**config.mk**
```make
export PLATFORM = sky130hd
export DESIGN_NAME = bfs_cfg
export DESIGN_NICKNAME = d
export VERILOG_FILES = /design/src/hdl/bfs_pkg.sv /design/src/hdl/bfs_cfg.sv
export SDC_FILE = /design/constraint.sdc
export NUM_CORES = 1
export LEC_CHECK = 0
export BUFFER_PORTS_ARGS = -buffer_cell sky130_fd_sc_hd__clkbuf_2
export CORE_UTILIZATION = 34
export DETAILED_ROUTE_END_ITERATION = 10
export GPL_TIMING_DRIVEN = 0
export SETUP_SLACK_MARGIN = 0.5
export SYNTH_ARGS = -nofsm -noshare
export SYNTH_HDL_FRONTEND = slang
export SYNTH_SLANG_ARGS = --single-unit
export TNS_END_PERCENT = 5
```
**constraint.sdc**
```tcl
create_clock -name clk -period 2.75 [get_ports clk]
set_clock_uncertainty 0.1 [all_clocks]
set_input_delay 0.1375 -clock clk [delete_from_list [all_inputs] [get_ports clk]]
set_output_delay 0.1375 -clock clk [all_outputs]
set_load 0.03 [all_outputs]
```
**src/hdl/bfs_pkg.sv**
```systemverilog
// bfs_pkg: shared types and constants of the bilinear frame scaler
// no dependencies; every other file refers to it by scoped names
package bfs_pkg;

	localparam int ADDR_IN_W = 17;
	localparam int PIX_W     = 24;
	localparam int CHAN_W    = 8;
	localparam int NUM_CHAN  = 3;
	localparam int COORD_W   = 11;
	localparam int WIDTH_W   = 12;
	localparam int STEP_W    = 24;
	localparam int PROD_W    = COORD_W + STEP_W;
	localparam int POS_W     = PROD_W + 1;

	localparam int QDEPTH    = 8;
	localparam int Q_AW      = 3;
	localparam int Q_CW      = 4;
	localparam int OUT_DEPTH = 4;
	localparam int OUT_AW    = 2;
	localparam int OUT_CW    = 3;

	localparam int APB_AW    = 4;
	localparam int APB_DW    = 32;

	localparam logic [WIDTH_W-1:0] RST_SRC_WIDTH = 12'd400;
	localparam logic [STEP_W-1:0]  RST_STEP      = 24'd65536;

	typedef enum logic {
		OP_WRITE = 1'b0,
		OP_READ  = 1'b1
	} op_t;

	typedef enum logic [1:0] {
		REG_SRC_WIDTH = 2'd0,
		REG_STEP_X    = 2'd1,
		REG_STEP_Y    = 2'd2
	} reg_idx_t;

	typedef enum logic {
		ST_CLEAR,
		ST_RUN
	} back_state_t;

	typedef struct packed {
		logic [WIDTH_W-1:0] src_width;
		logic [STEP_W-1:0]  step_x;
		logic [STEP_W-1:0]  step_y;
	} cfg_t;

endpackage

```
**src/hdl/bfs_cfg.sv**
```systemverilog
// bfs_cfg: apb register file for source width and the two step registers
// depends on bfs_pkg
module bfs_cfg (
	input  logic                        clk,
	input  logic                        arst_n,
	input  logic                        psel,
	input  logic                        penable,
	input  logic                        pwrite,
	input  logic [bfs_pkg::APB_AW-1:0]  paddr,
	input  logic [bfs_pkg::APB_DW-1:0]  pwdata,
	output logic [bfs_pkg::APB_DW-1:0]  prdata,
	output logic                        pready,
	output bfs_pkg::cfg_t               cfg
);

	bfs_pkg::cfg_t cfg_q;
	logic          wr;
	logic [1:0]    idx;

	assign pready = 1'b1;
	assign wr     = psel && penable && pwrite;
	assign idx    = paddr[bfs_pkg::APB_AW-1:2];
	assign cfg    = cfg_q;

	always_ff @(posedge clk or negedge arst_n) begin
		if (!arst_n) begin
			cfg_q.src_width <= bfs_pkg::RST_SRC_WIDTH;
			cfg_q.step_x    <= bfs_pkg::RST_STEP;
			cfg_q.step_y    <= bfs_pkg::RST_STEP;
		end else if (wr) begin
			case (idx)
				bfs_pkg::REG_SRC_WIDTH: cfg_q.src_width <= pwdata[bfs_pkg::WIDTH_W-1:0];
				bfs_pkg::REG_STEP_X:    cfg_q.step_x    <= pwdata[bfs_pkg::STEP_W-1:0];
				bfs_pkg::REG_STEP_Y:    cfg_q.step_y    <= pwdata[bfs_pkg::STEP_W-1:0];
				default: ;
			endcase
		end
	end

	always_comb begin
		case (idx)
			bfs_pkg::REG_SRC_WIDTH: prdata = bfs_pkg::APB_DW'(cfg_q.src_width);
			bfs_pkg::REG_STEP_X:    prdata = bfs_pkg::APB_DW'(cfg_q.step_x);
			bfs_pkg::REG_STEP_Y:    prdata = bfs_pkg::APB_DW'(cfg_q.step_y);
			default:                prdata = '0;
		endcase
	end

endmodule

```
==> reports/qor.yml <==
status:
  status: "finished, final reports clean"
timing:
  tns_ps: 0
  rsz0062_at_grt: "no"
  maxSlewViolCount: 0
  post-route-min-period_ps: 1930
  hold_viol: 0
  setup_viol: 0
  post-route-period-util: 0.701
  holdWs_ps: 194
  slew_headroom: 0.455
  worst_pin_slew_ps: 817
  fmax_mhz: 519
  worst_slack_ps: 822
synthesis:
  avgSynthCellArea_um2: 14.2
  netlist_area_mm2: 0.00282
  ys_types: 19
  yosys_warnings: 0
  ys_seq_area_frac: 0.536
  ys_ff_latch: 60
  synthCells: 198
detailed_routing:
  dr.pass1.iters: 4
  postRouteAntennaNets: 0
  drtIter0Drc: 71
  vias_per_cell: 4.68
  drc_errors: 0
  wl_per_cell_um: 15.4
  wl_um: 7070
  vias: 2152
setup_path:
  r2r_slack_ps: 1860
  r2r_cells: 1
  cp.required_ps: 2510
  worstSetupStartpoint: "paddr[3]"
  cp.arrival_ps: 1690
  worstPathMaxFanout: 10
  cp_num_cells: 7
  worstReg2RegStart: "cfg[36]"
  crit_family: "buffers and inverters"
  crit_path_top_delay_cell: "clkbuf_1"
  end_kind: "primary output"
  endpoint: "prdata[1]"
  crit_type: "in2out"
  crit_chain: "clkbuf_2 -> nor2b_1 -> clkbuf_1 -> clkbuf_1 -> nand2_1 -> o21ai_0 -> clkbuf_2"
  setup.worst_path.start_class: "input pin"
  path_buf_inv: 4
  reg2reg_to: "cfg[36]"
  max_stage_delay_ps: 500
clock_tree:
  cts_root_buf: "clkbuf_8"
  cts_sinks: 60
  cts_resized: 0
  cts_tree: "done"
  cts_buffers: 9
  clk_latency_ps: 330
  postCtsSetupBuffers: 0
  clockBufferDepth: 2
  clk_pin_slew_ps: 60
  htree_levels: 3
power:
  p_leak_nw: 2.04
  powerDensity_mw_per_mm2: 805
  total_power_mw: 3.17
  peakVddDrop_mv: 0.399
global_route:
  grtUsageTotal: 0.174
  grt_pass1_wl_um: 11400
  grt_pass1_vias: 2218
  grt_start_max_net_pins: 61
  gr-total-overflow: 0
  antenna_found_initial: 0
cells_and_area:
  largest_reg_flops: 60
  syn2layout_area_growth_pct: 39.9
  drive_gt1_frac: 0.584
  final_common_cell: "clkbuf_2"
  antenna_cells: 0
  num-nets-final: 395
  layout_common_cells: "clkbuf_2, dfrtp_1, mux2_2, dlygate4sd3_1, mux2_4"
  n_fill_cell: 743
place:
  dp_hpwl_um: 4930
  pre_cts_slack_ps: 853
  place.gp.congestion: 0.747
  portBuffers: 113
run:
  maxCapViolations: 0
floorplanning:
  fp.coreArea_mm2: 0.00785
  io_pins: 134
  initial_utilization: 0.359
  num_rows: 32
  die_x_um: 93.0
  dieArea_mm2: 0.00865
  die_height_um: 93.0
worst_hold_path:
  hold_path.class: "in2reg"
  hold_depth: 3
-- power breakdown --
group | internal, mW | total (mW) | switching [mW]
combinational | 0.459 | 1.26 | 0.805
sequential | 1.10 | 1.27 | 0.171
clock | 0.318 | 0.630 | 0.313
total | 1.88 | 3.17 | 1.29
-- logic make-up (layout without fill, tap and decap cells) --
group,Yosys count,count (layout),synth area share
other,2,9,0.00267
flip-flops,60,60,0.536
AND/OR/NAND/NOR,18,18,0.0333
multiplexers,72,72,0.309
buffers and inverters,22,175,0.0604
AO/OA/AOI/OAI,24,24,0.0587
-- area by class of cell --
type                       count  area, um^2  share of cell area
buffer                        22         170              0.0432
sequential                    60        1510               0.383
tap                          102         128              0.0324
multi-input combinational    123        1160               0.296
clock inverter                 3        15.0             0.00381
clock buffer                  12         135              0.0343
timing repair buffer         138         818               0.208
-- stage by stage --
step,util,cell area (um^2),instances
finish,0.502,3940,460
global route,0.502,3940,460
CTS,0.502,3940,460
detailed placement,0.451,3540,420
global placement,0.450,3530,420
floorplan,-,2840,205
-- synth_stat cells --
| cell | count | area [um^2] |
|---|---|---|
| a22o_1 | 12 | 105 |
| buf_12 | 2 | 40.0 |
| buf_2 | 2 | 10.0 |
| buf_4 | 12 | 90.1 |
| buf_6 | 1 | 11.3 |
| clkbuf_1 | 5 | 18.8 |
| conb_1 | 2 | 7.51 |
| dfrtp_1 | 55 | 1380 |
| dfstp_2 | 5 | 131 |
| mux2_2 | 40 | 450 |
| mux2_4 | 20 | 300 |
| mux2i_1 | 12 | 120 |
| nand2_1 | 12 | 45.0 |
| nand3_2 | 1 | 10.0 |
| nor2b_1 | 2 | 12.5 |
| nor3_1 | 1 | 5.00 |
| nor3b_2 | 1 | 12.5 |
| o21ai_0 | 12 | 60.1 |
| or3b_1 | 1 | 8.76 |
-- what timing repair did --
| action | in CTS | in global routing |
|---|---|---|
| endpoints found under the hold margin | 115 | 0 |
| hold buffers | 25 | 0 |
| setup endpoints to repair | 0 | 0 |
-- layer usage --
layer  up-vias  global-route usage  share of wire
li1       1007                   -              -
met1      1076               0.216           0.43
met2        62               0.294           0.50
met3         7              0.0423          0.047
met4         0              0.0667          0.015
met5         -                   0              0
-- worst min-delay path by stage --
stage | end | startpoint | slack, ps
after detailed placement | cfg[28] | arst_n | 210
final | cfg[51] | paddr[2] | 190
after global routing | cfg[51] | paddr[2] | 200
after floorplan | cfg[0] | arst_n | -260
after CTS | cfg[51] | paddr[2] | 180
after global placement | cfg[41] | pwdata[17] | 280
Power figures use the tool's default switching activity.
