==> src/hdl/bfs_pkg.sv <==
// bfs_pkg: shared types and constants of the bilinear frame scaler
// no dependencies; every other file refers to it by scoped names
package bfs_pkg;

	localparam int ADDR_IN_W = 17;
	localparam int PIX_W     = 24;
	localparam int CHAN_W    = 8;
	localparam int NUM_CHAN  = 3;
	localparam int COORD_W   = 11;
	localparam int WIDTH_W   = 12;
	localparam int STEP_W    = 24;
	localparam int PROD_W    = COORD_W + STEP_W;
	localparam int POS_W     = PROD_W + 1;

	localparam int QDEPTH    = 8;
	localparam int Q_AW      = 3;
	localparam int Q_CW      = 4;
	localparam int OUT_DEPTH = 4;
	localparam int OUT_AW    = 2;
	localparam int OUT_CW    = 3;

	localparam int APB_AW    = 4;
	localparam int APB_DW    = 32;

	localparam logic [WIDTH_W-1:0] RST_SRC_WIDTH = 12'd400;
	localparam logic [STEP_W-1:0]  RST_STEP      = 24'd65536;

	typedef enum logic {
		OP_WRITE = 1'b0,
		OP_READ  = 1'b1
	} op_t;

	typedef enum logic [1:0] {
		REG_SRC_WIDTH = 2'd0,
		REG_STEP_X    = 2'd1,
		REG_STEP_Y    = 2'd2
	} reg_idx_t;

	typedef enum logic {
		ST_CLEAR,
		ST_RUN
	} back_state_t;

	typedef struct packed {
		logic [WIDTH_W-1:0] src_width;
		logic [STEP_W-1:0]  step_x;
		logic [STEP_W-1:0]  step_y;
	} cfg_t;

endpackage

==> src/hdl/bfs_in_if.sv <==
// bfs_in_if: request channel carrying pixel writes and output pixel reads
// depends on bfs_pkg for field widths
interface bfs_in_if;
	logic                           valid;
	logic                           ready;
	logic [0:0]                     op;
	logic [bfs_pkg::ADDR_IN_W-1:0]  addr;
	logic [bfs_pkg::PIX_W-1:0]      pixel;
	logic [bfs_pkg::COORD_W-1:0]    out_x;
	logic [bfs_pkg::COORD_W-1:0]    out_y;

	modport source (output valid, op, addr, pixel, out_x, out_y, input ready);
	modport sink (input valid, op, addr, pixel, out_x, out_y, output ready);
endinterface

==> src/hdl/bfs_front.sv <==
// bfs_front: accepts request items and turns read coordinates into a base address and fractions
// depends on bfs_pkg and bfs_in_if; feeds bfs_cmd_queue
module bfs_front #(
	parameter int FRAME_PIXELS = 131072,
	parameter int FRAC_BITS    = 16,
	localparam int ADDR_W      = $clog2(FRAME_PIXELS),
	localparam int CMD_W       = 1 + ADDR_W + bfs_pkg::PIX_W + 2 * FRAC_BITS
) (
	input  logic                       clk,
	input  logic                       arst_n,
	input  bfs_pkg::cfg_t              cfg,
	input  logic                       clear_done,
	bfs_in_if.sink                     req,
	input  logic [bfs_pkg::Q_CW-1:0]   q_count,
	output logic                       push,
	output logic [CMD_W-1:0]           push_data
);

	localparam int PW   = bfs_pkg::POS_W;
	localparam int PRW  = bfs_pkg::PROD_W;
	localparam int RP_W = ADDR_W + bfs_pkg::WIDTH_W;
	localparam int LW   = bfs_pkg::Q_CW + 1;
	localparam logic [PW-1:0] ONE_POS = PW'(1) << FRAC_BITS;

	// stage 1: registered request
	logic                          valid_s1;
	bfs_pkg::op_t                  op_s1;
	logic [ADDR_W-1:0]             addr_s1;
	logic [bfs_pkg::PIX_W-1:0]     pixel_s1;
	logic [bfs_pkg::COORD_W-1:0]   x_s1;
	logic [bfs_pkg::COORD_W-1:0]   y_s1;

	// stage 2: sample position
	logic                          valid_s2;
	bfs_pkg::op_t                  op_s2;
	logic [ADDR_W-1:0]             addr_s2;
	logic [bfs_pkg::PIX_W-1:0]     pixel_s2;
	logic [PW-1:0]                 pos_x_s2;
	logic [PW-1:0]                 pos_y_s2;

	// stage 3: column, row offset and fractions
	logic                          valid_s3;
	bfs_pkg::op_t                  op_s3;
	logic [ADDR_W-1:0]             addr_s3;
	logic [bfs_pkg::PIX_W-1:0]     pixel_s3;
	logic [ADDR_W-1:0]             ix_s3;
	logic [ADDR_W-1:0]             row_s3;
	logic [FRAC_BITS-1:0]          fx_s3;
	logic [FRAC_BITS-1:0]          fy_s3;

	logic                          accept;
	logic [LW-1:0]                 level;
	logic [PRW-1:0]                prod_x;
	logic [PRW-1:0]                prod_y;
	logic [PW-1:0]                 stx;
	logic [PW-1:0]                 sty;
	logic [PW-1:0]                 start_x;
	logic [PW-1:0]                 start_y;
	logic [PW-1:0]                 ixf;
	logic [PW-1:0]                 iyf;
	logic [ADDR_W-1:0]             iy;
	logic [RP_W-1:0]               rowp;
	logic [ADDR_W-1:0]             cmd_addr;

	// queue slots already spoken for by items still in the stages
	assign level = LW'(q_count) + LW'(valid_s1) + LW'(valid_s2) + LW'(valid_s3);
	assign req.ready = clear_done && (level < LW'(bfs_pkg::QDEPTH));
	assign accept = req.valid && req.ready;

	assign prod_x  = PRW'(x_s1) * PRW'(cfg.step_x);
	assign prod_y  = PRW'(y_s1) * PRW'(cfg.step_y);
	assign stx     = PW'(cfg.step_x);
	assign sty     = PW'(cfg.step_y);
	assign start_x = (stx >= ONE_POS) ? (stx & (ONE_POS - PW'(1))) : stx;
	assign start_y = (sty >= ONE_POS) ? (sty & (ONE_POS - PW'(1))) : sty;

	assign ixf  = pos_x_s2 >> FRAC_BITS;
	assign iyf  = pos_y_s2 >> FRAC_BITS;
	assign iy   = iyf[ADDR_W-1:0];
	assign rowp = RP_W'(iy) * RP_W'(cfg.src_width);

	assign cmd_addr  = (op_s3 == bfs_pkg::OP_WRITE) ? addr_s3 : (row_s3 + ix_s3);
	assign push      = valid_s3;
	assign push_data = {op_s3, cmd_addr, pixel_s3, fx_s3, fy_s3};

	always_ff @(posedge clk or negedge arst_n) begin
		if (!arst_n) begin
			valid_s1 <= 1'b0;
			valid_s2 <= 1'b0;
			valid_s3 <= 1'b0;
		end else begin
			valid_s1 <= accept;
			valid_s2 <= valid_s1;
			valid_s3 <= valid_s2;
		end
	end

	always_ff @(posedge clk) begin
		op_s1    <= bfs_pkg::op_t'(req.op);
		addr_s1  <= ADDR_W'(req.addr);
		pixel_s1 <= req.pixel;
		x_s1     <= req.out_x;
		y_s1     <= req.out_y;

		op_s2    <= op_s1;
		addr_s2  <= addr_s1;
		pixel_s2 <= pixel_s1;
		pos_x_s2 <= start_x + PW'(prod_x);
		pos_y_s2 <= start_y + PW'(prod_y);

		op_s3    <= op_s2;
		addr_s3  <= addr_s2;
		pixel_s3 <= pixel_s2;
		ix_s3    <= ixf[ADDR_W-1:0];
		row_s3   <= rowp[ADDR_W-1:0];
		fx_s3    <= pos_x_s2[FRAC_BITS-1:0];
		fy_s3    <= pos_y_s2[FRAC_BITS-1:0];
	end

endmodule

==> src/flat_wrapper.sv <==
// flat-port wrapper written by rule: the top's interface ports become plain ports
module bfs_front_flat 
#(
	parameter int FRAME_PIXELS = 131072,
	parameter int FRAC_BITS    = 16,
	localparam int ADDR_W      = $clog2(FRAME_PIXELS),
	localparam int CMD_W       = 1 + ADDR_W + bfs_pkg::PIX_W + 2 * FRAC_BITS
)
  (clk, arst_n, cfg, clear_done, q_count, push, push_data, req_valid, req_op, req_addr, req_pixel, req_out_x, req_out_y, req_ready);
  bfs_in_if req_i ();
  input  logic clk;
  input  logic arst_n;
  input  bfs_pkg::cfg_t cfg;
  input  logic clear_done;
  input  logic [bfs_pkg::Q_CW-1:0] q_count;
  output logic push;
  output logic [CMD_W-1:0] push_data;
  input wire logic [$bits(req_i.valid)-1:0] req_valid;
  input wire logic [$bits(req_i.op)-1:0] req_op;
  input wire logic [$bits(req_i.addr)-1:0] req_addr;
  input wire logic [$bits(req_i.pixel)-1:0] req_pixel;
  input wire logic [$bits(req_i.out_x)-1:0] req_out_x;
  input wire logic [$bits(req_i.out_y)-1:0] req_out_y;
  output wire logic [$bits(req_i.ready)-1:0] req_ready;
  assign req_i.valid = req_valid;
  assign req_i.op = req_op;
  assign req_i.addr = req_addr;
  assign req_i.pixel = req_pixel;
  assign req_i.out_x = req_out_x;
  assign req_i.out_y = req_out_y;
  assign req_ready = req_i.ready;
  bfs_front #(.FRAME_PIXELS(FRAME_PIXELS), .FRAC_BITS(FRAC_BITS)) u_core (.clk(clk), .arst_n(arst_n), .cfg(cfg), .clear_done(clear_done), .req(req_i), .q_count(q_count), .push(push), .push_data(push_data));
endmodule
==> config.mk <==
export PLATFORM = sky130hd
export DESIGN_NAME = bfs_front_flat
export DESIGN_NICKNAME = d
export VERILOG_FILES = /design/src/hdl/bfs_pkg.sv /design/src/hdl/bfs_in_if.sv /design/src/hdl/bfs_front.sv /design/src/flat_wrapper.sv
export SDC_FILE = /design/constraint.sdc
export NUM_CORES = 2
export LEC_CHECK = 0
export BUFFER_PORTS_ARGS = -buffer_cell sky130_fd_sc_hd__buf_4
export CAP_MARGIN = 30
export CELL_PAD_IN_SITES_DETAIL_PLACEMENT = 1
export CELL_PAD_IN_SITES_GLOBAL_PLACEMENT = 1
export CORE_MARGIN = 2
export CORE_UTILIZATION = 40
export DETAILED_ROUTE_END_ITERATION = 16
export PLACE_DENSITY_LB_ADDON = 0.12
export SYNTH_ARGS = -nofsm -noshare
export SYNTH_HDL_FRONTEND = slang
export SYNTH_SLANG_ARGS = --single-unit
==> constraint.sdc <==
create_clock -name clk -period 4.9 [get_ports clk]
set_input_delay 0.98 -clock clk [delete_from_list [all_inputs] [get_ports clk]]
set_output_delay 0.98 -clock clk [all_outputs]
set_load 0.01 [all_outputs]
==> summary.md <==
| Metric | Value |
|---|---|
| Synthesized instance count | 2886 |
| CTS Root Buffer Type | clkbuf_16 |
| Multiplexer area fraction after synthesis | 0.00447 |
| Detailed Routing Iterations Pass 1 | 4 |
| Max-cap violations | 0 |
| Largest net degree at the start of global routing | 25 |
| Count of final hold-check violations | 0 |
| Hold-fix buffers, CTS | 0 |
| Outcome | finished, violations left |
| WL final | 74.1 mm |
| Skew final | 22.1 ps |
| Core Area | 0.0682 mm^2 |
| Nets | 4260 |
| Vias per inst | 4.70 |
| CTS tree | yes |
| F_max | 180 MHz |
| Top Ports | 208 |
| Hold Crit Class | input port to asynchronous set/reset pin |
| Crit. End Element | flop |
| Final period util | 1.14 |
| Number of fill cells in the layout | 7633 |
| Post-synthesis area per instance | 9.52 um^2 |
| FF-to-FF End | u_core.pos_x_s2[31] |
| Post-DRT Antenna Nets | 0 |
| Critical Path RT | 5370 ps |
| Min Tclk post-route | 5560 ps |
| Synthesized-area fraction occupied by adder cells | 0.468 |
| Violated checks | setup timing |
| DIE AREA | 0.0708 mm^2 |
| GRT Total Usage | 0.213 |
| #FFs+latches synth | 283 |
| Startpoint types | input port |
| Simple-gate area share of the yosys netlist | 0.136 |
| Synth unique cells | 67 |
| Detailed placer's ending HPWL | 61.4 mm |
| Setup CP Type | input port to flop |
| Async SR Flop Fraction | 0.0106 |
| Multi-input gate area | 0.0200 mm^2 |
| Finish-stage setup viols | 38 |
| Most common cell after layout, fill and taps aside | inv_1 |
| Num rows | 96 |
| Layout cell share with drive strength beyond 1 | 0.260 |
| YS warnings | 0 |
| WP data arrival | 6030 ps |
| Worst R2R Path Depth | 19 |
| Sequential Area | 0.00572 mm^2 |
| CTS Buffer Depth | 3 |
| IO Port Bufs | 207 |
| RePlAce Congestion | 0.861 |
| Final instance area | 0.0354 mm^2 |
| Post-Syn Area | 0.0275 mm^2 |
| Initial antenna violation count | 0 |
| Critical R2R Launch | u_core.x_s1[7] |
| Post-route setup slack | -662 ps |
| Clock Latency Late Sink | 560 ps |
| DP Area | 0.0330 mm^2 |
| 1st-iter DRT viols | 719 |
| Inserted Diodes | 0 |
| Initial Util | 0.403 |
| Most used DFF post-synth | dfxtp_1 |
| Synth Area in Compound Gates | 0.0447 |
| Sequential fraction of the synthesis area | 0.207 |
| Die W | 266 um |
| Vias in the first global route | 23588 |
| Number of synthesized flops with an enable pin | 0 |
| Synth Area in XOR/XNOR | 0.0344 |
| Clock transition at path regs | 60 ps |
| DR DRC count | 0 |
| Pins Over Slew Limit | 0 |
| GRT Residual Overflow | 0 |
| H-Tree Depth | 2 |
| First-pass GRT wire length | 120 mm |
| Vias | 20328 |
| CTS Buf Count | 35 |
| Highest-count cells in the layout ignoring fill and taps | inv_1 (639), fa_1 (516), buf_4 (515) |
| RSZ-0062 raised after global routing | yes |
| R2r setup slk | -610 ps |
| Die height | 266 um |
| Area growth, synth to finish | 29.0% |
| Crit-path max FO | 2 |
| Clock sink count | 283 |
| Routed WL per cell | 17.1 um |
| Largest family of logic cells by synthesized area | adder cells |
-- stage by stage --
step           worst slack, ps  cells  utilization  hold slack (ps)  setup TNS [ps]
2_1_floorplan             -914   2901            -              310          -15560
3_3_place_gp             -1220   4223        0.484              310          -37420
3_5_place_dp             -1350   4223        0.484              313          -41130
4_1_cts                   -661   4299        0.509              184          -10580
5_1_grt                   -748   4326        0.519              183          -16840
6_report                  -662   4326        0.519              213          -11360
-- layer usage --
layer	vias to the layer above	part of all wire	GRT usage	routed length [um]
met2	267	0.51	0.381	37800
met3	106	0.030	0.0254	2190
met1	10479	0.44	0.273	32300
met4	0	0.025	0.0534	1820
met5	-	0	0	0
li1	9476	-	-	-
-- Yosys cell counts, drive strengths merged, types with 5 or more instances --
master,instances,area share
a211o,5,0.0016
a21o,26,0.0072
a21oi,60,0.011
and2,177,0.040
clkbuf,112,0.015
dfxtp,280,0.20
fa,531,0.39
ha,177,0.081
inv,659,0.090
mux2,10,0.0041
nand2,518,0.071
nand2b,13,0.0030
nand3,7,0.0013
nor2,53,0.0072
nor2b,9,0.0021
nor3,11,0.0022
o211ai,5,0.0015
o21a,10,0.0030
o21ai,38,0.0069
o21bai,8,0.0022
o31ai,5,0.0015
xnor2,84,0.027
xor2,24,0.0077
-- final cells by class --
type | instances | share of cell area
multi-input combinational | 1845 | 0.563
clock buffer | 45 | 0.0267
inverter | 659 | 0.0698
timing repair buffer | 596 | 0.142
tap | 882 | 0.0311
sequential | 283 | 0.161
clock inverter | 16 | 0.00554
-- registers in the layout (all words and copies together), names as in the netlist --
register and flops:
u_core.fx_s3 16, u_core.addr_s1 17, u_core.ix_s3 17, u_core.pixel_s1 24
u_core.pixel_s2 24, u_core.pos_x_s2 33, u_core.valid_s2 1, u_core.fy_s3 16
u_core.pos_y_s2 33, u_core.pixel_s3 24, u_core.op_s3 1, u_core.row_s3 17
u_core.y_s1 11, u_core.op_s2 1, u_core.x_s1 11, u_core.addr_s2 17
u_core.addr_s3 17, u_core.push 1, u_core.op_s1 1, u_core.valid_s1 1
-- kinds of logic (layout without fill, tap and decap cells) --
logic type               count (synthesis)  count (layout)
buffers and inverters                  773            1316
other                                    1              16
AND/OR/NAND/NOR                        817             817
XOR/XNOR                               108             108
multiplexers                            11              11
AO/OA/AOI/OAI                          185             185
adder cells (fa/ha/maj)                708             708
flip-flops                             283             283
-- what timing repair did --
item | in CTS | in global routing
setup buffers | 16 | 32
pin swaps | 72 | 96
gates resized for setup | 111 | 147
cloned | 2 | 1
endpoints found under the setup margin | 41 | 45
-- how the worst max path moves through the flow --
stage	endpoint	from	cells past startpoint	slack, ps
2_1_floorplan	u_core.pos_x_s2[31]	cfg[29]	18	-910
3_3_place_gp	u_core.pos_x_s2[31]	cfg[29]	19	-1220
3_5_place_dp	u_core.pos_y_s2[32]	cfg[4]	22	-1350
4_1_cts	u_core.pos_x_s2[31]	cfg[27]	19	-660
5_1_grt	u_core.pos_x_s2[31]	cfg[27]	20	-750
6_report	u_core.pos_x_s2[31]	cfg[27]	19	-660
-- critical path: stages --
cell	delay (ps)
buf_6	100
and2_4	130
fa_1	540
inv_1	60
fa_1	510
inv_2	50
fa_1	530
fa_1	520
inv_2	40
fa_1	490
inv_1	40
ha_2	160
or4_4	470
o21a_4	230
a21oi_4	200
o31ai_4	100
or4b_4	520
a211o_1	290
o211ai_2	70
Power is not shown: default switching activity piles up to over one toggle a cycle in this logic, so the estimate is an artifact.
