### src/hdl/bfs_pkg.sv
// bfs_pkg: shared types and constants of the bilinear frame scaler
// no dependencies; every other file refers to it by scoped names
package bfs_pkg;

	localparam int ADDR_IN_W = 17;
	localparam int PIX_W     = 24;
	localparam int CHAN_W    = 8;
	localparam int NUM_CHAN  = 3;
	localparam int COORD_W   = 11;
	localparam int WIDTH_W   = 12;
	localparam int STEP_W    = 24;
	localparam int PROD_W    = COORD_W + STEP_W;
	localparam int POS_W     = PROD_W + 1;

	localparam int QDEPTH    = 8;
	localparam int Q_AW      = 3;
	localparam int Q_CW      = 4;
	localparam int OUT_DEPTH = 4;
	localparam int OUT_AW    = 2;
	localparam int OUT_CW    = 3;

	localparam int APB_AW    = 4;
	localparam int APB_DW    = 32;

	localparam logic [WIDTH_W-1:0] RST_SRC_WIDTH = 12'd400;
	localparam logic [STEP_W-1:0]  RST_STEP      = 24'd65536;

	typedef enum logic {
		OP_WRITE = 1'b0,
		OP_READ  = 1'b1
	} op_t;

	typedef enum logic [1:0] {
		REG_SRC_WIDTH = 2'd0,
		REG_STEP_X    = 2'd1,
		REG_STEP_Y    = 2'd2
	} reg_idx_t;

	typedef enum logic {
		ST_CLEAR,
		ST_RUN
	} back_state_t;

	typedef struct packed {
		logic [WIDTH_W-1:0] src_width;
		logic [STEP_W-1:0]  step_x;
		logic [STEP_W-1:0]  step_y;
	} cfg_t;

endpackage

### src/hdl/bfs_cmd_queue.sv
// bfs_cmd_queue: short command queue between the front and the back end
// depends on bfs_pkg for depth and count width
module bfs_cmd_queue #(
	parameter int WIDTH = 8
) (
	input  logic                      clk,
	input  logic                      arst_n,
	input  logic                      push,
	input  logic [WIDTH-1:0]          push_data,
	input  logic                      pop,
	output logic                      head_valid,
	output logic [WIDTH-1:0]          head_data,
	output logic [bfs_pkg::Q_CW-1:0]  count
);

	logic [WIDTH-1:0]           q_q [bfs_pkg::QDEPTH];
	logic [bfs_pkg::Q_AW-1:0]   wr_q;
	logic [bfs_pkg::Q_AW-1:0]   rd_q;
	logic [bfs_pkg::Q_CW-1:0]   count_q;

	assign head_valid = (count_q != '0);
	assign head_data  = q_q[rd_q];
	assign count      = count_q;

	always_ff @(posedge clk or negedge arst_n) begin
		if (!arst_n) begin
			wr_q    <= '0;
			rd_q    <= '0;
			count_q <= '0;
		end else begin
			if (push) wr_q <= wr_q + 1'b1;
			if (pop) rd_q <= rd_q + 1'b1;
			count_q <= count_q + bfs_pkg::Q_CW'(push) - bfs_pkg::Q_CW'(pop);
		end
	end

	always_ff @(posedge clk) begin
		if (push) q_q[wr_q] <= push_data;
	end

endmodule

### config.mk
export PLATFORM = sky130hd
export DESIGN_NAME = bfs_cmd_queue
export DESIGN_NICKNAME = d
export VERILOG_FILES = /design/src/hdl/bfs_pkg.sv /design/src/hdl/bfs_cmd_queue.sv
export SDC_FILE = /design/constraint.sdc
export NUM_CORES = 1
export LEC_CHECK = 0
export ABC_AREA = 1
export BUFFER_PORTS_ARGS = -buffer_cell sky130_fd_sc_hd__buf_2
export CAP_MARGIN = 20
export CORE_ASPECT_RATIO = 0.8
export CORE_MARGIN = 4
export CORE_UTILIZATION = 64
export DETAILED_ROUTE_END_ITERATION = 10
export PLACE_DENSITY = 0.86
export SLEW_MARGIN = 20
export SYNTH_ARGS = -nofsm -noshare
export SYNTH_HDL_FRONTEND = slang
export SYNTH_SLANG_ARGS = --single-unit
### constraint.sdc
create_clock -name clk -period 4.3 [get_ports clk]
set_input_delay 0 -clock clk [delete_from_list [all_inputs] [get_ports clk]]
set_output_delay 0 -clock clk [all_outputs]
set_load 0.005 [all_outputs]
==> tab_implementation.tex, run 1 <==
\begin{tabular}{lr}
\hline
Metric & Value \\
\hline
\multicolumn{2}{l}{\textbf{Outcome}} \\
Status & completed \\
\multicolumn{2}{l}{\textbf{CTS}} \\
Number of clock sinks & 74 \\
CTS Root Buffer Type & sky130\_fd\_sc\_hd\_\_clkbuf\_8 \\
Cells resized by post-CTS repair & 0 \\
\# H-tree levels & 3 \\
Clock buffer count from CTS & 9 \\
Maximum clock insertion buffer count & 2 \\
Clock latency on the worst-skew pair & 0.35 ns \\
Clock-pin slew of the registers on the worst-case setup and hold paths & $\sim$0.070 ns \\
CTS tree & built \\
\multicolumn{2}{l}{\textbf{Timing}} \\
Max Clock Freq & 474 MHz \\
Number of max-slew violations in the final report & 0 \\
Setup TNS & 0 ns \\
Worst clock skew & between 0.007 and 0.008 ns \\
Slack of the critical path & roughly 2.2 ns \\
Hold Slack & 0.0411 ns \\
Final min period & 2.11 ns \\
Unrepaired setup endpoints after global routing & no \\
Final Cycle Share & 0.491 \\
Final setup violation count & 0 \\
Slew headroom & 0.368 \\
Count of endpoints failing hold in the final timing report & 0 \\
Slew at the pin closest to its max-slew limit & 0.945 ns \\
\multicolumn{2}{l}{\textbf{GRT}} \\
Via count of the first global-routing pass & between 2000 and 2500 \\
Maximum number of pins on one net before global-route repair & 36 \\
Global routing usage summed across all routing layers & 0.215 \\
Overall overflow remaining after global route & 0 \\
Number of antenna violations at the first check in global routing & 0 \\
Global-route wire length before repair & a little under 10000 µm \\
\multicolumn{2}{l}{\textbf{Min path}} \\
Type of the most critical hold path & in2async \\
\multicolumn{2}{l}{\textbf{Placement}} \\
Standard cell area after detailed placement & between 3000 and 4000 µm² \\
Port buffer count & 24 \\
Placed cell count & 416 \\
Worst slack at placement & 2.27 ns \\
Final weighted congestion of routability-driven global placement & 0.774 \\
Detail Placement HPWL & 3800 µm \\
\multicolumn{2}{l}{\textbf{Floorplan}} \\
Total number of placement rows & 23 \\
DIE AREA & 6580 µm² \\
Vertical die dimension & 73.3 µm \\
Initial standard-cell utilization of the core & 0.670 \\
IO Count & 25 \\
Floorplan die width & 89.7 µm \\
Placeable core area & 5090 µm² \\
\multicolumn{2}{l}{\textbf{Layout}} \\
Post-route cell area & 3860 µm² \\
Sequential cell area in the final layout & 2170 µm² \\
Post-route core utilization & 0.759 \\
Fraction of layout instances using a drive strength above 1 & 0.142 \\
Area added between synthesis and finish & 13.2\% \\
Area of combinational cells with multiple inputs & 833 µm² \\
Final-stage net count & 396 \\
Layout filler cell count & 330 \\
Antenna Diode Count & 0 \\
Final Instance Count excl. Fillers & 443 \\
\multicolumn{2}{l}{\textbf{Worst setup path}} \\
Number of buffers and inverters on the critical path & 2 \\
Required time of the critical path & 4.30 ns \\
Cell breakdown of the critical path & inv\_4 > nand2\_1 > nand3\_1 > nand2\_1 > nand2\_1 > nand2\_1 > buf\_2 \\
Cell occurring most often along the worst timing path & sky130\_fd\_sc\_hd\_\_nand2\_1 \\
Cell with the largest stage delay on the worst path & sky130\_fd\_sc\_hd\_\_dfrtp\_2 \\
Critical path launch point type & flop \\
Delay contributed by the slowest stage of the critical path & 0.79 ns \\
Critical path start-end classification & reg2out \\
CP Depth & 7 \\
Data arrival time of the critical path & 2.11 ns \\
Max FO, Critical Path & 35 \\
Element type at the critical path end & primary output \\
Worst path top cell family by delay & flip-flops \\
Cell count of the worst reg-to-reg path & 2 \\
\multicolumn{2}{l}{\textbf{Detailed routing}} \\
Antenna Nets Post-Route & 0 \\
Post-detailed-route via-to-cell ratio & 4.99 \\
Via Count & 2211 \\
Number of remaining DRC errors & 0 \\
First-iteration detailed-routing DRC count & 171 \\
Drt wl/cell & about 14 µm \\
Length of the first detailed-routing pass in iterations & 4 \\
Drt total wl & 6300 µm \\
\multicolumn{2}{l}{\textbf{Yosys}} \\
Count of different cell masters after synthesis & 19 \\
Post-Syn Nets & roughly 360 \\
Number of synthesized register bits & 74 \\
Warnings from Yosys & 0 \\
Syn Area/Cell & 10.0 µm² \\
Synthesized netlist cell count & $\sim$340 \\
Part of the Yosys area used for sequential elements & 0.636 \\
Cell area after technology mapping & 3410 µm² \\
\multicolumn{2}{l}{\textbf{Pwr}} \\
Max IR drop VDD & 0.429 mV \\
Power Total & 2.43 mW \\
Static leakage power & 1.85 nW \\
Cell area power density & 628 nW/µm² \\
\multicolumn{2}{l}{\textbf{Run}} \\
Count of maximum capacitance violations & 0 \\
\hline
\end{tabular}
## flip-flops by register name, summed over array words and instances (netlist names)
name / count
q_q: 64
count: 4
rd_q: 3
wr_q: 3
## report_power, final
part	internal, mW	switching (mW)	total (mW)
Sequential	0.895	0.140	1.04
Combinational	0.294	0.464	0.758
Clock	0.385	0.247	0.632
Total	1.57	0.851	2.43
## final timing paths
check	start	slack (ns)	endpoint
min in group clk	pop	0.44	rd_q[0]
worst max register to register	wr_q[0]	2.47	q_q[2][1]
worst min-delay path	arst_n	0.04	count[3]
worst max-delay path	rd_q[0]	2.19	head_data[4]
max in group asynchronous	arst_n	4.04	rd_q[0]
worst min register to register	wr_q[0]	0.54	wr_q[0]
## synth_stat cells (all sizes together)
library cell,instances,share of area
or2,1,0.0018
inv,81,0.091
fa,1,0.0059
ha,7,0.026
xnor2,1,0.0026
o21ai,2,0.0029
edfxtp,64,0.56
buf,11,0.029
dfrtp,10,0.073
a21oi,1,0.0015
nor2,8,0.0088
xor2,4,0.010
nand2,116,0.13
nand3,34,0.050
## worst register-to-register path, delay by kind of cell, from the launching register on
| family | cells | cell delay, ns |
|---|---|---|
| simple gates | 2 | 1.05 |
| flops | 1 | 0.41 |
## logic make-up (layout without fill, tap and decap cells)
| kind of cell | Yosys count | in the layout | synth area share |
|---|---|---|---|
| fa+ha+maj | 8 | 8 | 0.0315 |
| xor+xnor | 5 | 5 | 0.0128 |
| flops | 74 | 74 | 0.636 |
| compound gates | 3 | 3 | 0.00440 |
| buf+inv | 92 | 132 | 0.120 |
| simple gates | 159 | 159 | 0.195 |
## placed cells by master, fill, tap and decap left out
cell type and n:
sky130_fd_sc_hd__o21ai_0 2, sky130_fd_sc_hd__xnor2_1 1, sky130_fd_sc_hd__nand2_2 10, sky130_fd_sc_hd__edfxtp_1 64, sky130_fd_sc_hd__inv_4 2, sky130_fd_sc_hd__dfrtp_2 1, sky130_fd_sc_hd__inv_1 79, sky130_fd_sc_hd__xor2_1 4
sky130_fd_sc_hd__nand2_1 106, sky130_fd_sc_hd__bufinv_16 3, sky130_fd_sc_hd__or2_2 1, sky130_fd_sc_hd__clkinv_2 2, sky130_fd_sc_hd__fa_1 1, sky130_fd_sc_hd__clkinvlp_4 1, sky130_fd_sc_hd__buf_2 24, sky130_fd_sc_hd__inv_6 1
sky130_fd_sc_hd__nand3_1 34, sky130_fd_sc_hd__nor2_1 8, sky130_fd_sc_hd__a21oi_1 1, sky130_fd_sc_hd__dlygate4sd3_1 11, sky130_fd_sc_hd__ha_1 7, sky130_fd_sc_hd__clkbuf_8 9, sky130_fd_sc_hd__dfrtp_1 9
## timing repair
| item | in CTS | in global routing |
|---|---|---|
| endpoints found under the hold margin | 79 | 0 |
| buffers inserted | 0 | 0 |
| hold buffers | 11 | 0 |
## layout make-up
class / count / area share
inverters: 81 / 0.0800
clock inverters: 7 / 0.0301
multi-input cells: 175 / 0.216
well taps: 62 / 0.0201
repair buffers: 35 / 0.0596
flip-flops and latches: 74 / 0.562
clock buffers: 9 / 0.0321
## per-layer routing
metal,GRT usage,vias up,share of wire
li1,-,1118,-
met4,0.0512,0,0.016
met1,0.289,1008,0.41
met5,0,-,0
met3,0.0751,9,0.085
met2,0.338,76,0.49
Power figures use the tool's default switching activity.
==> inputs of run 2 (changes only) <==
Settings changed: CORE_UTILIZATION 64 to 59, PLACE_DENSITY 0.86 to 0.8.
Clock period 4.3 ns to 2 ns, I/O delays scaled along.
==> run 2 against run 1 <==
Sequential share of layout area shrank 1.0 points. Routed wire length grew 7.3%. Worst hold slack lost 0.0074 ns. Sequential power grew 100%. Clock-buffer cell count is the same. Total power grew 110%. Setup slack lost 1.9 ns. Flip-flop and latch count is the same. Largest cell class unchanged. First-iteration DRC count shrank 27%. Clock skew shrank 0.0016 ns.
==> tab_implementation.tex, run 2 (same netlist as run 1, synthesis figures left out) <==
\begin{tabular}{lr}
\hline
Metric & Value \\
\hline
\multicolumn{2}{l}{\textbf{Worst setup path}} \\
Element type at the critical path end & primary output \\
Required time of the critical path & 2.00 ns \\
Cell with the largest stage delay on the worst path & sky130\_fd\_sc\_hd\_\_dfrtp\_1 \\
Critical path launch point type & flop \\
Cell occurring most often along the worst timing path & sky130\_fd\_sc\_hd\_\_nand2\_1 \\
Data arrival time of the critical path & 1.67 ns \\
Cell breakdown of the critical path & inv\_4 > nand2\_1 > nand3\_1 > nand2\_1 > nand2\_1 > nand2\_1 > buf\_2 \\
Number of buffers and inverters on the critical path & 2 \\
Max FO, Critical Path & 32 \\
Critical path start-end classification & reg2out \\
Worst path top cell family by delay & buffers and inverters \\
Delay contributed by the slowest stage of the critical path & about 0.47 ns \\
\multicolumn{2}{l}{\textbf{Layout}} \\
Flip-flop count of the largest register, all copies and words added & 64 \\
Top register by number of flip-flops & q\_q \\
Final Instance Count excl. Fillers & roughly 470 \\
Fraction of layout instances using a drive strength above 1 & 0.170 \\
Area of combinational cells with multiple inputs & between 800 and 900 µm² \\
Most common cell after layout, fill and taps aside & sky130\_fd\_sc\_hd\_\_nand2\_1 \\
Final-stage net count & just over 400 \\
Layout filler cell count & 429 \\
Antenna Diode Count & 0 \\
Most frequent cells in the layout & 106 x sky130\_fd\_sc\_hd\_\_nand2\_1, 79 x sky130\_fd\_sc\_hd\_\_inv\_1, 64 x sky130\_fd\_sc\_hd\_\_edfxtp\_1 \\
Area added between synthesis and finish & 15.1\% \\
Sequential cell area in the final layout & 2170 µm² \\
Post-route core utilization & 0.712 \\
\multicolumn{2}{l}{\textbf{CTS}} \\
Cells resized by post-CTS repair & 0 \\
Maximum clock insertion buffer count & 2 \\
Clock-pin slew of the registers on the worst-case setup and hold paths & 0.08 ns \\
Hold-fix buffer count after cts & 11 \\
CTS tree & built \\
Number of clock sinks & 74 \\
Buffer count from post-CTS setup fixing & 0 \\
Clock latency on the worst-skew pair & 0.35 ns \\
Clock buffer count from CTS & 9 \\
\# H-tree levels & 3 \\
CTS Root Buffer Type & sky130\_fd\_sc\_hd\_\_clkbuf\_8 \\
\multicolumn{2}{l}{\textbf{Detailed routing}} \\
Metal2 WL & 3300 µm \\
Post-detailed-route via-to-cell ratio & 4.83 \\
Via Count & 2285 \\
Top layer used by detailed routing & met4 \\
Met3 wire length & roughly 450 µm \\
Drt total wl & 6760 µm \\
Antenna Nets Post-Route & 0 \\
First-iteration detailed-routing DRC count & 125 \\
Drt wl/cell & 14.3 µm \\
Length of the first detailed-routing pass in iterations & 4 \\
Number of remaining DRC errors & 0 \\
Met1 routed wirelength after detailed routing & about 2900 µm \\
\multicolumn{2}{l}{\textbf{GRT}} \\
Number of antenna violations at the first check in global routing & 0 \\
Global routing usage summed across all routing layers & 0.210 \\
Via count of the first global-routing pass & about 2300 \\
Maximum number of pins on one net before global-route repair & 33 \\
Global-route wire length before repair & $\sim$11000 µm \\
Overall overflow remaining after global route & 0 \\
\multicolumn{2}{l}{\textbf{Pwr}} \\
Internal Power & 3.19 mW \\
Power dissipated by switching net loads & approximately 1.9 mW \\
Cell area power density & 1290 nW/µm² \\
Static leakage power & approximately 1.9 nW \\
Relative contribution of the clock network to total power & 0.215 \\
Combinational cell fraction of total power & 0.368 \\
Register share of total power & 0.416 \\
Sw Ratio & 0.369 \\
Max IR drop VDD & around 0.9 mV \\
\multicolumn{2}{l}{\textbf{Outcome}} \\
Status & completed \\
\multicolumn{2}{l}{\textbf{Floorplan}} \\
Floorplan die width & 93.1 µm \\
IO Count & 25 \\
Placeable core area & 5530 µm² \\
Vertical die dimension & around 76 µm \\
DIE AREA & 7080 µm² \\
Initial standard-cell utilization of the core & 0.618 \\
Total number of placement rows & 24 \\
\multicolumn{2}{l}{\textbf{Timing}} \\
Count of endpoints failing hold in the final timing report & 0 \\
Slew at the pin closest to its max-slew limit & $\sim$0.46 ns \\
Unrepaired setup endpoints after global routing & no \\
Final min period & 1.67 ns \\
Slew headroom & 0.692 \\
Setup TNS & 0 ns \\
Final setup violation count & 0 \\
Number of max-slew violations in the final report & 0 \\
Max Clock Freq & 598 MHz \\
Final Cycle Share & 0.836 \\
Worst clock skew & 0.00588 ns \\
Slack of the critical path & 0.328 ns \\
\multicolumn{2}{l}{\textbf{Run}} \\
Count of maximum capacitance violations & 0 \\
\multicolumn{2}{l}{\textbf{Placement}} \\
Placed cell count & 446 \\
Final weighted congestion of routability-driven global placement & 0.846 \\
Port buffer count & 24 \\
Detail Placement HPWL & 4390 µm \\
Worst slack at placement & 0.445 ns \\
\multicolumn{2}{l}{\textbf{Min path}} \\
Type of the most critical hold path & in2async \\
\hline
\end{tabular}
-- run 2: per-layer routing --
layer | vias up | global-route usage
met5 | - | 0
li1 | 1142 | -
met2 | 57 | 0.337
met1 | 1074 | 0.274
met4 | 0 | 0.0586
met3 | 12 | 0.0711
-- run 2: worst paths after layout --
kind / startpoint / depth (start not counted) / slack (ns) / endpoint
min: arst_n / 2 / 0.03 / count[1]
max in group asynchronous: arst_n / 2 / 1.77 / rd_q[0]
max reg2reg: wr_q[0] / 3 / 0.45 / q_q[4][0]
min in group clk: pop / 3 / 0.46 / rd_q[0]
max: rd_q[0] / 7 / 0.33 / head_data[2]
min reg2reg: wr_q[0] / 2 / 0.56 / wr_q[0]
-- run 2: cell type report --
type,count,area share
Inverter,81,0.0786
Clock inverter,7,0.0153
Sequential cell,74,0.553
Multi-Input combinational cell,175,0.212
Tap cell,78,0.0248
Clock buffer,9,0.0315
Timing Repair Buffer,49,0.0853
-- run 2: stage by stage --
| stage | area (µm²) | hold WS [ns] | power (mW) |
|---|---|---|---|
| 2_1_floorplan | 3410 | -0.296 | 3.47 |
| 3_3_place_gp | 3640 | -0.129 | 3.91 |
| 3_5_place_dp | 3640 | -0.122 | 3.99 |
| 4_1_cts | 3930 | 0.0273 | 5.10 |
| 5_1_grt | 3930 | 0.0599 | 5.44 |
| 6_report | 3930 | 0.0337 | 5.06 |
-- run 2: power groups by stage --
stage	Combinational (mW)	Clock (mW)	Sequential [mW]
global placement	1.78	0	2.12
finish	1.86	1.09	2.10
CTS	1.88	1.11	2.10
global route	2.12	1.19	2.13
detailed placement	1.85	0	2.13
floorplan	1.44	0	2.04
==> inputs of run 3 (changes only) <==
Settings changed: CORE_UTILIZATION 59 to 54, PLACE_DENSITY 0.8 to 0.78.
Clock period 2 ns to 1.4 ns, I/O delays scaled along.
==> run 3 against run 2 <==
The run now ends with negative setup slack left. Sequential power up 41%. Register-to-register slack got worse by 0.63 ns. Total power rose by 62%. Combinational power grew 110%. Setup slack lost 0.59 ns. Highest routed layer unchanged. Critical path depth grew 1. Global-route usage fell by 1.7 points. Cell count increased by 4.9%. Via count is 8.4% higher. Largest cell class unchanged.
==> tab_implementation.tex, run 3 (same netlist as run 1, synthesis figures left out) <==
\begin{tabular}{lr}
\hline
Metric & Value \\
\hline
\multicolumn{2}{l}{\textbf{Pwr}} \\
Max IR drop VDD & 1.04 mV \\
Power Total & 8.18 mW \\
Static leakage power & 2.09 nW \\
Cell area power density & 1890 nW/µm² \\
\multicolumn{2}{l}{\textbf{Placement}} \\
Worst slack at placement & -0.175 ns \\
Final weighted congestion of routability-driven global placement & 0.793 \\
Port buffer count & 24 \\
Detail Placement HPWL & 4400 µm \\
Placed cell count & 457 \\
\multicolumn{2}{l}{\textbf{GRT}} \\
Overall overflow remaining after global route & 0 \\
Global-route wire length before repair & around 11000 µm \\
Number of antenna violations at the first check in global routing & 0 \\
Maximum number of pins on one net before global-route repair & 33 \\
Via count of the first global-routing pass & between 2000 and 2500 \\
Global routing usage summed across all routing layers & 0.193 \\
\multicolumn{2}{l}{\textbf{Floorplan}} \\
Initial standard-cell utilization of the core & 0.569 \\
DIE AREA & approximately 7700 µm² \\
Vertical die dimension & between 70 and 80 µm \\
Floorplan die width & 96.9 µm \\
Total number of placement rows & 25 \\
Placeable core area & around 6000 µm² \\
IO Count & 25 \\
\multicolumn{2}{l}{\textbf{Timing}} \\
Number of max-slew violations in the final report & 0 \\
Slew headroom & 0.729 \\
Final Cycle Share & 1.19 \\
Slew at the pin closest to its max-slew limit & 0.407 ns \\
Unrepaired setup endpoints after global routing & yes \\
Setup TNS & -1.85 ns \\
Slack of the critical path & -0.260 ns \\
Max Clock Freq & 602 MHz \\
Count of endpoints failing hold in the final timing report & 0 \\
Final min period & 1.66 ns \\
Final setup violation count & 11 \\
Worst clock skew & 0.00496 ns \\
\multicolumn{2}{l}{\textbf{Outcome}} \\
Status & finished with violations \\
Violated checks & negative setup slack \\
\multicolumn{2}{l}{\textbf{Min path}} \\
Type of the most critical hold path & in2async \\
\multicolumn{2}{l}{\textbf{Detailed routing}} \\
Length of the first detailed-routing pass in iterations & 5 \\
First-iteration detailed-routing DRC count & 268 \\
Drt wl/cell & 15.5 µm \\
Via Count & about 2500 \\
Number of remaining DRC errors & 0 \\
Post-detailed-route via-to-cell ratio & 4.99 \\
Drt total wl & 7710 µm \\
Antenna Nets Post-Route & 0 \\
\multicolumn{2}{l}{\textbf{Layout}} \\
Fraction of layout instances using a drive strength above 1 & 0.284 \\
Final-stage net count & 432 \\
Flip-flop count of the largest register, all copies and words added & 64 \\
Area added between synthesis and finish & 26.5\% \\
Most frequent cells in the layout & 94 x sky130\_fd\_sc\_hd\_\_nand2\_1, 75 x sky130\_fd\_sc\_hd\_\_inv\_1, 64 x sky130\_fd\_sc\_hd\_\_edfxtp\_1 \\
Final Instance Count excl. Fillers & 496 \\
Most common cell after layout, fill and taps aside & sky130\_fd\_sc\_hd\_\_nand2\_1 \\
Antenna Diode Count & 0 \\
Top register by number of flip-flops & q\_q \\
\multicolumn{2}{l}{\textbf{CTS}} \\
Number of clock sinks & 74 \\
CTS tree & built \\
Clock buffer count from CTS & 9 \\
Clock latency on the worst-skew pair & 0.35 ns \\
\# H-tree levels & 3 \\
Maximum clock insertion buffer count & 2 \\
CTS Root Buffer Type & sky130\_fd\_sc\_hd\_\_clkbuf\_8 \\
Clock-pin slew of the registers on the worst-case setup and hold paths & approximately 0.070 ns \\
\multicolumn{2}{l}{\textbf{Worst setup path}} \\
Max FO, Critical Path & 6 \\
Crit Reg-Reg Startpoint & count[0] \\
Reg2Reg Setup Slack & -0.18 ns \\
Cell count of the worst reg-to-reg path & 7 \\
Reg-to-Reg End & count[1] \\
Data arrival time of the critical path & 1.66 ns \\
Critical path start-end classification & reg2out \\
Element type at the critical path end & primary output \\
Required time of the critical path & 1.40 ns \\
Critical path launch point type & flop \\
\multicolumn{2}{l}{\textbf{Run}} \\
Count of maximum capacitance violations & 0 \\
\hline
\end{tabular}
[run 3: cell count changes in the layout (fill, tap and decap cells not counted), moves of 4 or more]
cell and delta:
sky130_fd_sc_hd__buf_4 +13, sky130_fd_sc_hd__nand2_1 -12, sky130_fd_sc_hd__nand3_1 -9, sky130_fd_sc_hd__nand3_2 +9, sky130_fd_sc_hd__nand2_4 +8, sky130_fd_sc_hd__clkinv_2 -4
sky130_fd_sc_hd__inv_1 -4, sky130_fd_sc_hd__inv_2 +4, sky130_fd_sc_hd__nand2_2 +4, sky130_fd_sc_hd__nor2_1 -4, sky130_fd_sc_hd__nor2_2 +4
[run 3: layout make-up]
cell class                 instances  area (µm²)
clock inverter                     4        21.3
fill                             422        1690
multi-input combinational        175         996
timing repair buffer              69         551
clock buffer                      10         128
timing repair inverter             2        27.5
inverter                          81         319
sequential                        74        2180
tap                               81         101
[run 3: timing repair]
action | in CTS | in global routing
hold buffers | 12 | 0
pin swaps | 0 | 29
gates resized for setup | 9 | 44
hold endpoints to repair | 79 | 0
setup buffers | 3 | 5
cloned | 0 | 5
setup endpoints to repair | 10 | 16
[run 3: per-stage QoR]
step,hold WS [ns],instance area (µm²),utilization
after floorplan,-0.296,3420,-
after global placement,-0.124,3710,0.618
after detailed placement,-0.124,3710,0.618
after CTS,0.0399,4030,0.670
after global routing,0.0701,4320,0.719
final,0.0386,4320,0.719
[run 3: worst max path at each step]
stage / depth (start not counted) / start / slack, ns / endpoint
after global routing: 8 / rd_q[0] / -0.32 / head_data[7]
after detailed placement: 7 / count[0] / -0.18 / count[2]
final: 8 / rd_q[0] / -0.26 / head_data[7]
after global placement: 7 / count[0] / -0.10 / count[2]
after floorplan: 7 / count[0] / -0.1 / count[2]
after CTS: 7 / count[0] / -0.18 / count[2]
[run 3: worst max-delay path: stages, from the launching register on]
cell and delay (ns):
sky130_fd_sc_hd__dfrtp_4 0.53, sky130_fd_sc_hd__buf_6 0.15, sky130_fd_sc_hd__clkbuf_16 0.16, sky130_fd_sc_hd__nand2_1 0.07, sky130_fd_sc_hd__nand3_1 0.10, sky130_fd_sc_hd__nand2_1 0.09
sky130_fd_sc_hd__nand2_1 0.05, sky130_fd_sc_hd__nand2_1 0.06, sky130_fd_sc_hd__buf_2 0.10
[run 3: power breakdown]
group	leakage (nW)	total [mW]	switching (mW)	internal, mW
logic	1.31	3.88	2.20	1.68
clock network	0.0754	1.34	0.725	0.611
registers	0.699	2.96	0.202	2.76
total	2.09	8.18	3.13	5.05
[run 3: routing by layer]
layer | track usage | routed length (µm)
met2 | 0.326 | 3770
met3 | 0.0562 | 616
met1 | 0.247 | 3230
met5 | 0 | 0
met4 | 0.0505 | 94
